**config.mk**
```make
export PLATFORM = sky130hd
export DESIGN_NAME = serial_command_frame_parser
export DESIGN_NICKNAME = d
export VERILOG_FILES = /design/src/hw/rtl/scfp_pkg.sv /design/src/hw/rtl/serial_command_frame_parser.sv
export SDC_FILE = /design/constraint.sdc
export NUM_CORES = 1
export LEC_CHECK = 0
export ABC_AREA = 1
export BUFFER_PORTS_ARGS = -buffer_cell sky130_fd_sc_hd__buf_4
export CAP_MARGIN = 20
export CELL_PAD_IN_SITES_DETAIL_PLACEMENT = 1
export CELL_PAD_IN_SITES_GLOBAL_PLACEMENT = 1
export CORE_MARGIN = 2
export CORE_UTILIZATION = 49
export CTS_CLUSTER_SIZE = 28
export DETAILED_ROUTE_END_ITERATION = 6
export GPL_TIMING_DRIVEN = 1
export PLACE_DENSITY_LB_ADDON = 0.1
export SLEW_MARGIN = 20
export SYNTH_ARGS = -nofsm -noshare
export SYNTH_HDL_FRONTEND = slang
export SYNTH_SLANG_ARGS = --single-unit
```
**constraint.sdc**
```tcl
create_clock -name i_clk -period 15 [get_ports i_clk]
set_input_delay 1.5 -clock i_clk [delete_from_list [all_inputs] [get_ports i_clk]]
set_output_delay 1.5 -clock i_clk [all_outputs]
set_load 0.05 [all_outputs]
```
**src/hw/rtl/scfp_pkg.sv**
```systemverilog
`default_nettype none

package scfp_pkg;

    localparam int FRAME_BYTES = 64;
    localparam int FRAC_DIGITS = 4;

    localparam int FC_W    = $clog2(FRAME_BYTES);
    localparam int SCALE   = 10 ** FRAC_DIGITS;
    localparam int MAG_MAX = 2147483647;
    localparam int INT_CAP = MAG_MAX / SCALE + 1;
    localparam int INT_W   = $clog2(INT_CAP + 1);
    localparam int FRAC_W  = $clog2(SCALE);
    localparam int CNT_W   = $clog2(FRAC_DIGITS + 1);
    localparam int MAG_W   = 34;

    localparam logic [7:0] CH_HASH  = 8'h23;
    localparam logic [7:0] CH_SEMI  = 8'h3B;
    localparam logic [7:0] CH_SPACE = 8'h20;
    localparam logic [7:0] CH_TAB   = 8'h09;
    localparam logic [7:0] CH_CR    = 8'h0D;
    localparam logic [7:0] CH_PLUS  = 8'h2B;
    localparam logic [7:0] CH_MINUS = 8'h2D;
    localparam logic [7:0] CH_DOT   = 8'h2E;
    localparam logic [7:0] CH_ZERO  = 8'h30;
    localparam logic [7:0] CH_NINE  = 8'h39;

    localparam logic [7:0] SPEED_TAG [4] = '{8'h52, 8'h50, 8'h4D, 8'h3A}; // RPM:
    localparam logic [7:0] STEER_TAG [4] = '{8'h53, 8'h54, 8'h52, 8'h3A}; // STR:

    typedef enum logic [2:0] {
        PH_SKIP,
        PH_SIGN,
        PH_INT,
        PH_FRAC,
        PH_DONE
    } t_phase;

    // weight of the kept fraction digits: 10^(FRAC_DIGITS - cnt)
    function automatic logic [31:0] frac_weight(input logic [CNT_W-1:0] cnt);
        logic [31:0] w;
        w = 32'd1;
        for (int i = 0; i < FRAC_DIGITS; i++) begin
            if (i >= int'(cnt)) begin
                w = w * 32'd10;
            end
        end
        return w;
    endfunction

endpackage

`default_nettype wire

```
**src/hw/rtl/serial_command_frame_parser.sv**
```systemverilog
`default_nettype none
// Serial command frame parser.
// Input channel: i_rx_valid / o_rx_ready / i_rx_byte, one received byte per transfer.
// Output channel: o_res_valid / i_res_ready / o_target / o_value_e4, one transfer per
// complete "#RPM:<num>;;" or "#STR:<num>;;" frame. o_target is 0 for speed, 1 for
// steering; o_value_e4 is the number times 10^4, truncated toward zero, saturated.
// Frames with an unknown prefix, frames cut short by a new '#', and overlong frames
// give no result. Bytes outside a frame are dropped.
// The result of the closing ';' goes through the input register, then one pass of
// parse logic into the result register. Throughput: one byte per cycle, set by the
// single parse pass on the input register, but for the stall described next.
// A byte that closes a frame waits in the input register while the result register
// is still full; the receiver stalling thus backs up the input channel only then.
// Reset (synchronous, active low) empties both registers and closes any open frame.
module serial_command_frame_parser (
    input  wire logic        i_clk,
    input  wire logic        i_rst_n,
    input  wire logic        i_rx_valid,
    output logic             o_rx_ready,
    input  wire logic [7:0]  i_rx_byte,
    output logic             o_res_valid,
    input  wire logic        i_res_ready,
    output logic             o_target,
    output logic [31:0]      o_value_e4
);
    import scfp_pkg::*;

    logic              r_in_vld;
    logic [7:0]        r_in_byte;

    logic [FC_W-1:0]   r_count,   n_count;
    logic              r_semi,    n_semi;
    logic              r_spd_ok,  n_spd_ok;
    logic              r_str_ok,  n_str_ok;
    t_phase            r_phase,   n_phase;
    logic              r_neg,     n_neg;
    logic [INT_W-1:0]  r_int,     n_int;
    logic [FRAC_W-1:0] r_frac,    n_frac;
    logic [CNT_W-1:0]  r_fcnt,    n_fcnt;

    logic              r_out_vld;
    logic              r_target;
    logic [31:0]       r_value;

    logic              c_digit, c_ws, c_sign;
    logic [INT_W+3:0]  int_next;
    logic [FRAC_W-1:0] weight;
    logic [MAG_W-1:0]  mag;
    logic [31:0]       mag_sat;
    logic              ends, res, adv;
    logic [1:0]        tag_idx;
    logic [7:0]        c;

    assign c       = r_in_byte;
    assign c_digit = (c >= CH_ZERO) && (c <= CH_NINE);
    assign c_ws    = (c == CH_SPACE) || ((c >= CH_TAB) && (c <= CH_CR));
    assign c_sign  = (c == CH_PLUS) || (c == CH_MINUS);
    assign tag_idx = 2'(r_count - FC_W'(1));

    assign int_next = (INT_W+4)'(r_int) * (INT_W+4)'(10) + (INT_W+4)'(c[3:0]);

    assign weight  = FRAC_W'(frac_weight(r_fcnt));
    assign mag     = MAG_W'(r_int) * MAG_W'(SCALE) + MAG_W'(r_frac) * MAG_W'(weight);
    assign mag_sat = (mag > MAG_W'(MAG_MAX)) ? 32'(MAG_MAX) : mag[31:0];

    always_comb begin
        n_count  = r_count;
        n_semi   = r_semi;
        n_spd_ok = r_spd_ok;
        n_str_ok = r_str_ok;
        n_phase  = r_phase;
        n_neg    = r_neg;
        n_int    = r_int;
        n_frac   = r_frac;
        n_fcnt   = r_fcnt;
        ends     = 1'b0;

        if (c == CH_HASH) begin
            n_count  = FC_W'(1);
            n_semi   = 1'b0;
            n_spd_ok = 1'b1;
            n_str_ok = 1'b1;
            n_phase  = PH_SKIP;
            n_neg    = 1'b0;
            n_int    = '0;
            n_frac   = '0;
            n_fcnt   = '0;
        end else if (r_count == '0) begin
            // no frame open: drop
        end else if (int'(r_count) >= FRAME_BYTES - 1) begin
            n_count = '0;
        end else begin
            n_count = r_count + FC_W'(1);
            if (r_count <= FC_W'(4)) begin
                if (c != SPEED_TAG[tag_idx]) n_spd_ok = 1'b0;
                if (c != STEER_TAG[tag_idx]) n_str_ok = 1'b0;
            end else begin
                case (r_phase)
                    PH_SKIP, PH_SIGN, PH_INT: begin
                        if (r_phase == PH_SKIP && c_ws) begin
                            // skip leading whitespace
                        end else if (r_phase == PH_SKIP && c_sign) begin
                            n_neg   = (c == CH_MINUS);
                            n_phase = PH_SIGN;
                        end else if (c_digit) begin
                            n_int   = (int_next > (INT_W+4)'(INT_CAP)) ?
                                      INT_W'(INT_CAP) : int_next[INT_W-1:0];
                            n_phase = PH_INT;
                        end else if (c == CH_DOT) begin
                            n_phase = PH_FRAC;
                        end else begin
                            n_phase = PH_DONE;
                        end
                    end
                    PH_FRAC: begin
                        if (c_digit) begin
                            if (int'(r_fcnt) < FRAC_DIGITS) begin
                                n_frac = FRAC_W'((FRAC_W+4)'(r_frac) * (FRAC_W+4)'(10)
                                                 + (FRAC_W+4)'(c[3:0]));
                                n_fcnt = r_fcnt + CNT_W'(1);
                            end
                        end else begin
                            n_phase = PH_DONE;
                        end
                    end
                    default: ;
                endcase
            end
            ends   = (c == CH_SEMI) && r_semi;
            n_semi = (c == CH_SEMI);
            if (ends) n_count = '0;
        end
    end

    // a closing ';' leaves the number state as it was, so the value comes from r_*
    assign res = r_in_vld && ends && (n_spd_ok || n_str_ok);
    assign adv = r_in_vld && (!res || !r_out_vld || i_res_ready);

    assign o_rx_ready  = !r_in_vld || adv;
    assign o_res_valid = r_out_vld;
    assign o_target    = r_target;
    assign o_value_e4  = r_value;

    always_ff @(posedge i_clk) begin
        if (!i_rst_n) begin
            r_in_vld <= 1'b0;
        end else if (o_rx_ready) begin
            r_in_vld <= i_rx_valid;
        end
        if (o_rx_ready && i_rx_valid) begin
            r_in_byte <= i_rx_byte;
        end
    end

    always_ff @(posedge i_clk) begin
        if (!i_rst_n) begin
            r_count  <= '0;
            r_semi   <= 1'b0;
            r_spd_ok <= 1'b1;
            r_str_ok <= 1'b1;
            r_phase  <= PH_SKIP;
            r_neg    <= 1'b0;
            r_int    <= '0;
            r_frac   <= '0;
            r_fcnt   <= '0;
        end else if (adv) begin
            r_count  <= n_count;
            r_semi   <= n_semi;
            r_spd_ok <= n_spd_ok;
            r_str_ok <= n_str_ok;
            r_phase  <= n_phase;
            r_neg    <= n_neg;
            r_int    <= n_int;
            r_frac   <= n_frac;
            r_fcnt   <= n_fcnt;
        end
    end

    always_ff @(posedge i_clk) begin
        if (!i_rst_n) begin
            r_out_vld <= 1'b0;
        end else if (adv && res) begin
            r_out_vld <= 1'b1;
        end else if (i_res_ready) begin
            r_out_vld <= 1'b0;
        end
        if (adv && res) begin
            r_target <= !n_spd_ok;
            r_value  <= r_neg ? (32'd0 - mag_sat) : mag_sat;
        end
    end

endmodule

`default_nettype wire

```
==> flow_summary.ini, run 1 <==
[outcome]
status = finished, final reports clean

[worst_hold_path]
min_delay_path_depth = 2
min_from = r_spd_ok
holdPathEnd = r_spd_ok
hp-class = reg2reg

[placed_design]
place_ws_ns = 2.82
gp_congestion = 0.903
dp_hpwl_mm = 46.8
io_buffers = 46

[worst_setup_path]
r2r_slack_ns = 2.73
worstSetupEndpointType = flop
worstPathRequired_ns = 15.15
slowest_delay_ns = 0.59
crit_type = reg2reg
crit_fanout = 44
critical_path.slowest_cell = dfxtp_1
start_kind = flop
rr_endpoint = o_value_e4[8]
arrival_ns = 12.42
rr_startpoint = r_fcnt[2]
worst-r2r-cell-count = 51

[route]
drt_iter0_drc = 786
route.vias.total = 16634
ant_nets = 0
viasPerCell = 5.35
wl_per_cell_um = 17.8
dr.pass1.iters = 5
drt-total-wl_mm = 55.3
drcViolationCount = 0

[final_layout]
area_growth_syn_to_layout_pct = 5.83
layout-drive-gt1-share_pct = 6.80
finalNetCount = 3061
final_core_util_pct = 52.2
diodes = 0

[logic_synthesis]
ys_warn_count = 0
ys_seq_area_share_pct = 11.8
syn_inst = 2572
synth-edff-count = 41
synth_top_family_by_area = adder cells
syn-cell-area_mm2 = 0.0190
synthArstFlopShare_pct = 0
synthXorXnorAreaFrac_pct = 3.78
syn_area_per_cell_um2 = 7.37
ys_ff_latch = 91
synth_nets = 3048
synthSimpleGateAreaFrac_pct = 25.5
synth.distinct_cells = 62
synth-adder-area-share_pct = 39.0
synth_compound_area_share_pct = 7.05
muxShareOfSynthArea_pct = 0
yosys_most_used_dff = dfxtp_1

[sta]
holdWs_ns = 0.479
clock_skew_ns = 0.0186
setup_viol = 0
fin_ws_ns = 2.73
layout_min_cycle_time_ns = 12.27
relSlewSlack_pct = 42.2
period_share_pct = 81.8
setup_tns_ns = 0
hold_viol_final = 0
final-max-slew-violation-count = 0
max_freq_ghz = 0.0815
worstMarginPinSlew_ns = 0.866
rsz0062_at_grt = no

[power_and_ir_drop]
p_leak_nw = 11.2
pwr-share-clk_pct = 47.3
swShare_pct = 26.9
ir_drop_uv = 58.4
p_int_mw = 0.397
p_sw_mw = 0.146
seqPwrFrac_pct = 48.6
power.density_mw_per_mm2 = 27.1
finalPower_mw = 0.543
pwr-share-comb_pct = 4.1

[cts]
clk_pin_slew_ns = 0.08
insertion_delay_ns = 0.40
root_buffer = clkbuf_16
cts-buffers-inserted = 9
cts_tree = done
cts_resized = 0
cts_num_sinks = 91
htree_levels = 3
cts_hold_buf = 0
clock_path_buffers = 2
post_cts_buffers = 0

[grt]
grt_usage_pct = 28.6
grt_pass1_vias = 18354
grt_pass1_wl_mm = 92.2
grt_start_max_net_pins = 45
grt_overflow = 0
antenna_found_initial = 0

[die]
start_util_pct = 49.3
ios = 47
die_y_um = 201
core_mm2 = 0.0385
rows = 72
die_w_um = 201
die_area_mm2 = 0.0403

[job]
maxCapViolCount = 0
==> critical path: cells and delay by family, from the launching register on <==
kind                     cells  cell delay, ns
adder cells (fa/ha/maj)     11            4.74
AO/OA/AOI/OAI                9            1.70
XOR/XNOR                     1            0.18
buffers and inverters       11            1.44
AND/OR/NAND/NOR             19            3.31
flip-flops                   1            0.59
==> cells in the final DEF (no fill, tap or decap), drive strengths merged, types with 2 or more instances in the layout <==
master / n
clkinv: 7
clkbuf: 10
nor3: 23
o21bai: 7
xnor2: 30
nor2: 238
and3: 2
ha: 252
o21ai: 70
nand3b: 13
fa: 212
buf: 52
xor2: 51
a21o: 5
and2: 3
a21oi: 139
a211oi: 2
nand3: 130
a31oi: 9
inv: 579
dfxtp: 50
nor4: 5
nor3b: 4
or2: 5
edfxtp: 41
nand2: 575
nand4: 63
==> kinds of logic after synthesis <==
logic type	count (synthesis)
other cells	1
xor+xnor	81
simple gates	1061
flops	91
fa+ha+maj	464
compound gates	244
buf+inv	630
==> how the worst max path moves through the flow <==
| stage | start | end | slack, ns | cells past startpoint |
|---|---|---|---|---|
| global route | r_fcnt[2] | o_value_e4[26] | 1.65 | 57 |
| finish | r_fcnt[2] | o_value_e4[8] | 2.73 | 51 |
| global placement | r_fcnt[2] | o_value_e4[18] | 3.39 | 53 |
| floorplan | r_fcnt[2] | o_value_e4[18] | 4.64 | 58 |
| CTS | r_fcnt[2] | o_value_e4[8] | 2.80 | 54 |
| detailed placement | r_fcnt[2] | o_value_e4[8] | 2.82 | 54 |
==> sequential cells by signal, indices dropped and copies added (netlist names) <==
register / count
r_int: 18
r_in_vld: 1
c: 8
r_neg: 1
o_value_e4: 32
r_semi: 1
r_frac: 14
r_fcnt: 3
r_str_ok: 1
r_spd_ok: 1
r_count: 6
o_res_valid: 1
o_target: 1
r_phase: 3
==> synth_stat cells, types with 15 or more instances <==
library cell  instances  area share (%)
edfxtp_1             41             6.5
nand3_2              15            0.79
a21oi_1             133             3.5
inv_1               560              11
nand4_1              56             1.8
fa_1                212              22
inv_2                15            0.30
nand2_2              21            0.69
nor3_1               20            0.53
o21ai_0              56             1.5
ha_1                252              17
nor2_1              213             4.2
clkbuf_1             28            0.55
dfxtp_1              50             5.3
nand3_1             112             3.0
xor2_1               51             2.4
xnor2_1              29             1.3
nand2_1             551              11
==> layer usage <==
layer	vias up	global-route usage, %	wire [µm]
li1	8036	-	-
met1	8168	34.0	23000
met2	324	52.2	27900
met3	106	4.59	2500
met4	0	9.97	1800
met5	-	0	0
==> area by class of cell <==
class	instances	area, µm²
inverter	580	2180
clock inverter	6	72.6
sequential	91	2230
timing repair buffer	52	390
clock buffer	10	250
fill	5004	18400
tap	518	648
multi-input combinational	1851	14300
==> power by group through the flow <==
stage | clock (mW) | sequential (mW) | combinational, mW
final | 0.257 | 0.264 | 0.0221
after CTS | 0.262 | 0.264 | 0.0223
after global routing | 0.270 | 0.264 | 0.0254
after floorplan | 0 | 0.268 | 0.0157
after detailed placement | 0 | 0.270 | 0.0222
after global placement | 0 | 0.269 | 0.0212
==> through the flow <==
stage / instance area, µm² / instances
global placement: 19700 / 3092
global route: 20100 / 3108
CTS: 20100 / 3108
finish: 20100 / 3108
detailed placement: 19700 / 3092
floorplan: 19000 / 2572
No activity file was read; power rests on OpenSTA's default activity.
==> inputs of run 2 (changes only) <==
CORE_UTILIZATION = 44   (was 49)
clock period = 10.24 ns   (was 15 ns; I/O delays follow)
==> run 2 against run 1 <==
Against the previous run:
- first-iteration DRC count decreased by 13%
- setup slack worse by 2.2 ns
- largest cell class unchanged
- clock power up 44%
- largest power group unchanged
- routed wire length is essentially flat
- highest routed layer unchanged
- final cell count grew 2.3%
- sequential power increased by 46%
- register-to-register slack worse by 2.2 ns
==> flow_summary.ini, run 2 (same netlist as run 1, synthesis figures left out) <==
[die]
core_mm2 = 0.0428
start_util_pct = 44.3
rows = 76
die_area_mm2 = 0.0448
ios = 47
die_w_um = 212
die_y_um = 212

[final_layout]
final_cell_mix = 555 x inv_1, 545 x nand2_1, 231 x ha_1
multi_input_area_mm2 = 0.0146
area_growth_syn_to_layout_pct = 9.27
largest_register_ff_count = 32
diodes = 0
ff_latch_area_mm2 = 0.00224
layout-drive-gt1-share_pct = 10.6
finalNetCount = 3104
fill_cells = 5448
final_core_util_pct = 48.4
final_common_cell = inv_1

[sta]
setup_tns_ns = 0
setup_viol = 0
layout_min_cycle_time_ns = 9.75
clock_skew_ns = 0.0128
final-max-slew-violation-count = 0
max_freq_ghz = 0.103
worstMarginPinSlew_ns = 0.846
relSlewSlack_pct = 43.5
hold_viol_final = 0
period_share_pct = 95.2

[worst_setup_path]
start_kind = flop
worstPathRequired_ns = 10.40
critical_path.slowest_cell = fa_1
crit_fanout = 5
worstSetupEndpointType = flop
rr_startpoint = r_fcnt[0]
endpoint = o_value_e4[26]
rr_endpoint = o_value_e4[26]
r2r_slack_ns = 0.49
worst-r2r-cell-count = 59
crit_type = reg2reg
slowest_delay_ns = 0.56
cpMostUsedCell = nand2_1
arrival_ns = 9.91
crit_start = r_fcnt[0]
cpLargestDelayFamily = adder cells
critPathBufInv = 12
path_depth = 59

[grt]
grt_usage_pct = 25.8
grt_util_met3_pct = 2.79
top_usage_layer = met2
grt_pass1_vias = 18126
grt_start_max_net_pins = 44
antenna_found_initial = 0
grt_pass1_wl_mm = 91.6
met1_usage_pct = 31.5
met2_usage_pct = 48.3
grt_overflow = 0

[cts]
cts-buffers-inserted = 9
clock_path_buffers = 2
htree_levels = 3
root_buffer = clkbuf_16
insertion_delay_ns = 0.40
clk_pin_slew_ns = 0.08
cts_tree = done
cts_num_sinks = 91

[route]
viasPerCell = 5.25
wl_per_cell_um = 17.4
drt-total-wl_mm = 55.3
route.vias.total = 16681
drt_iter0_drc = 684
ant_nets = 0
dr.pass1.iters = 5
drcViolationCount = 0

[power_and_ir_drop]
p_leak_nw = 11.4
finalPower_mw = 0.789
power.density_mw_per_mm2 = 38.1
ir_drop_uv = 76.9

[worst_hold_path]
hp-class = reg2reg

[placed_design]
dp_hpwl_mm = 46.5
gp_congestion = 0.908
io_buffers = 46

[job]
maxCapViolCount = 0

[outcome]
status = finished, final reports clean
run 2: cell types whose count changed in the layout (fill, tap and decap cells not counted), moves of 6 or more:
cell,previous run,this run
buf_4,52,92
ha_1,252,231
ha_4,0,13
nor2_1,212,200
nor2_2,13,24
a21oi_1,133,124
a21oi_2,6,15
ha_2,0,8
nand2_1,551,545
nand2_2,21,27
run 2: report_power, final:
group / leakage, nW / total [mW] / internal, mW / switching (mW)
Clock: 0.154 / 0.369 / 0.186 / 0.182
Sequential: 0.746 / 0.386 / 0.380 / 0.00603
Combinational: 10.5 / 0.0346 / 0.0126 / 0.0220
Total: 11.4 / 0.789 / 0.579 / 0.210
run 2: final cells by class:
| type | instances | area share, % |
|---|---|---|
| clock buffers | 10 | 1.21 |
| inverters | 580 | 10.5 |
| multi-input cells | 1851 | 70.4 |
| well taps | 546 | 3.30 |
| flip-flops and latches | 91 | 10.8 |
| repair buffers | 95 | 3.51 |
| clock inverters | 6 | 0.290 |
run 2: routing by layer:
layer | share of wire, % | vias up
li1 | - | 8126
met1 | 44 | 8293
met2 | 52 | 197
met3 | 2.5 | 65
met4 | 2.0 | 0
met5 | 0 | -
run 2: worst reg2reg max path: cells and delay by family (launching register included):
family / cells / cell delay, ns
adders and majority gates: 12 / 4.75
buffers and inverters: 12 / 0.86
DFF: 1 / 0.37
AOI/OAI and AO/OA: 8 / 1.01
and+or+nand+nor: 27 / 2.54
run 2: metrics by stage:
| stage | cell area (µm²) | hold WS, ns | cells | worst slack (ns) |
|---|---|---|---|---|
| after floorplan | 19000 | 0.436 | 2572 | 0.0236 |
| after global placement | 20000 | 0.450 | 3142 | 0.340 |
| after detailed placement | 20000 | 0.460 | 3142 | -0.105 |
| after CTS | 20300 | 0.463 | 3162 | 0.0196 |
| after global routing | 20700 | 0.474 | 3179 | -0.128 |
| final | 20700 | 0.454 | 3179 | 0.489 |
run 2: worst min path at each step:
stage,from,to,slack [ns],cells past startpoint
4_1_cts,r_fcnt[0],r_fcnt[0],0.46,1
5_1_grt,r_fcnt[0],r_fcnt[0],0.47,1
3_3_place_gp,r_str_ok,r_str_ok,0.45,1
6_report,r_fcnt[0],r_fcnt[0],0.45,1
3_5_place_dp,r_str_ok,r_str_ok,0.46,1
2_1_floorplan,r_str_ok,r_str_ok,0.44,1
run 2: what timing repair did:
item,in CTS,in global routing
pin swaps,3,27
setup buffers,4,17
hold buffers,0,0
endpoints found under the setup margin,21,29
gates resized for setup,5,65
==> inputs of run 3 (changes only) <==
BUFFER_PORTS_ARGS = unset   (was -buffer_cell sky130_fd_sc_hd__buf_4)
CORE_UTILIZATION = 45   (was 44)
DONT_BUFFER_PORTS = 1   (was unset)
==> run 3 against run 2 <==
Against the previous run:
- final cell count fell by 1.8%
- via count fell by 1.6%
- sequential power barely moved
- utilization rose by 0.11 points
- clock-buffer cell count fell by 1
- critical path type unchanged
- largest power group unchanged
- total power fell by 0.69%
- global-route usage rose by 0.41 points
==> flow_summary.ini, run 3 (same netlist as run 1, synthesis figures left out) <==
[final_layout]
final_cell_mix = 555 x inv_1, 547 x nand2_1, 238 x ha_1
largest_register_ff_count = 32
final_common_cell = inv_1
finalNetCount = 3054
diodes = 0
layout-drive-gt1-share_pct = 8.32
area_growth_syn_to_layout_pct = 6.88

[cts]
clk_pin_slew_ns = 0.09
clock_path_buffers = 2
cts-buffers-inserted = 9
insertion_delay_ns = 0.41
htree_levels = 3
cts_tree = done
cts_num_sinks = 91
cts_hold_buf = 0
root_buffer = clkbuf_16

[worst_setup_path]
rr_endpoint = o_value_e4[18]
crit_fanout = 16
worst-r2r-cell-count = 56
crit_type = reg2reg
worstSetupEndpointType = flop
r2r_slack_ns = 0.49
rr_startpoint = r_fcnt[1]
start_kind = flop
crit_start = r_fcnt[1]
worstPathRequired_ns = 10.40
arrival_ns = 9.90
slowest_delay_ns = 0.57
critical_path.slowest_cell = fa_1

[route]
ant_nets = 0
drt_iter0_drc = 518
drt-total-wl_mm = 54.4
route.vias.total = 16412
dr.pass1.iters = 5
viasPerCell = 5.26
wl_per_cell_um = 17.4
drcViolationCount = 0

[grt]
grt_overflow = 0
grt_pass1_wl_mm = 91.0
grt_usage_pct = 26.2
grt_pass1_vias = 18206
antenna_found_initial = 0
grt_start_max_net_pins = 44

[sta]
relSlewSlack_pct = 44.0
hold_viol_final = 0
clock_skew_ns = 0.0233
setup_tns_ns = 0
period_share_pct = 95.2
holdWs_ns = 0.476
max_freq_ghz = 0.103
worstMarginPinSlew_ns = 0.839
setup_viol = 0
layout_min_cycle_time_ns = 9.75
final-max-slew-violation-count = 0

[placed_design]
io_buffers = 0
dp_hpwl_mm = 46.2
gp_congestion = 0.868

[power_and_ir_drop]
power.density_mw_per_mm2 = 38.7
p_leak_nw = 11.2
ir_drop_uv = 109

[worst_hold_path]
hp-class = reg2reg
holdPathEnd = r_str_ok
min_from = r_str_ok
min_delay_path_depth = 1

[job]
maxCapViolCount = 0

[die]
rows = 75
die_w_um = 209
die_y_um = 209
ios = 47
start_util_pct = 45.4
die_area_mm2 = 0.0438
core_mm2 = 0.0418

[outcome]
status = finished, final reports clean
run 3: timing repair:
| action | 4_1_cts | 5_1_grt |
|---|---|---|
| cloned | 0 | 0 |
| endpoints found under the hold margin | 0 | 0 |
| setup buffers | 1 | 14 |
| gates resized for setup | 5 | 50 |
| pin swaps | 2 | 20 |
| endpoints found under the setup margin | 23 | 30 |
run 3: worst max-delay path by stage:
stage                     endpoint  cells past startpoint
global placement    o_value_e4[18]                     56
global route        o_value_e4[22]                     59
CTS                  o_value_e4[8]                     54
finish              o_value_e4[18]                     56
detailed placement  o_value_e4[16]                     55
floorplan           o_value_e4[18]                     58
run 3: worst max-delay path, delay by kind of cell (launching register included):
kind / cells / cell delay (ns)
AO/OA/AOI/OAI: 7 / 1.02
XOR/XNOR: 1 / 0.15
buffers and inverters: 12 / 1.10
AND/OR/NAND/NOR: 24 / 2.43
flip-flops: 1 / 0.37
adder cells (fa/ha/maj): 12 / 4.45
run 3: final cells by class:
| cell class | instances | area [µm²] |
|---|---|---|
| fill | 5305 | 21500 |
| multi-input combinational | 1851 | 14500 |
| sequential | 91 | 2240 |
| inverter | 580 | 2180 |
| tap | 539 | 674 |
| timing repair buffer | 45 | 353 |
| clock buffer | 9 | 225 |
| clock inverter | 7 | 91.3 |
run 3: where the power goes:
part           switching [mW]  internal, mW
combinational          0.0203        0.0100
clock                   0.191         0.176
sequential            0.00589         0.380
total                   0.217         0.566
run 3: through the flow:
stage / power, mW / instances / instance area (µm²) / util [%] / worst slack (ns)
detailed placement: 0.424 / 3091 / 19600 / 47.0 / -0.0836
global placement: 0.423 / 3091 / 19600 / 47.0 / 0.360
CTS: 0.797 / 3108 / 19900 / 47.8 / 0.000607
finish: 0.784 / 3122 / 20300 / 48.5 / 0.494
floorplan: 0.415 / 2572 / 19000 / - / 0.0236
global route: 0.809 / 3122 / 20300 / 48.5 / -0.0855
run 3: per-layer routing:
metal  track usage, %  part of all wire (%)  up-vias
li1                 -                     -     8014
met2             48.9                    52      218
met4             9.06                   3.0        0
met1             30.8                    42     8104
met5                0                     0        -
met3             3.55                   3.0       76
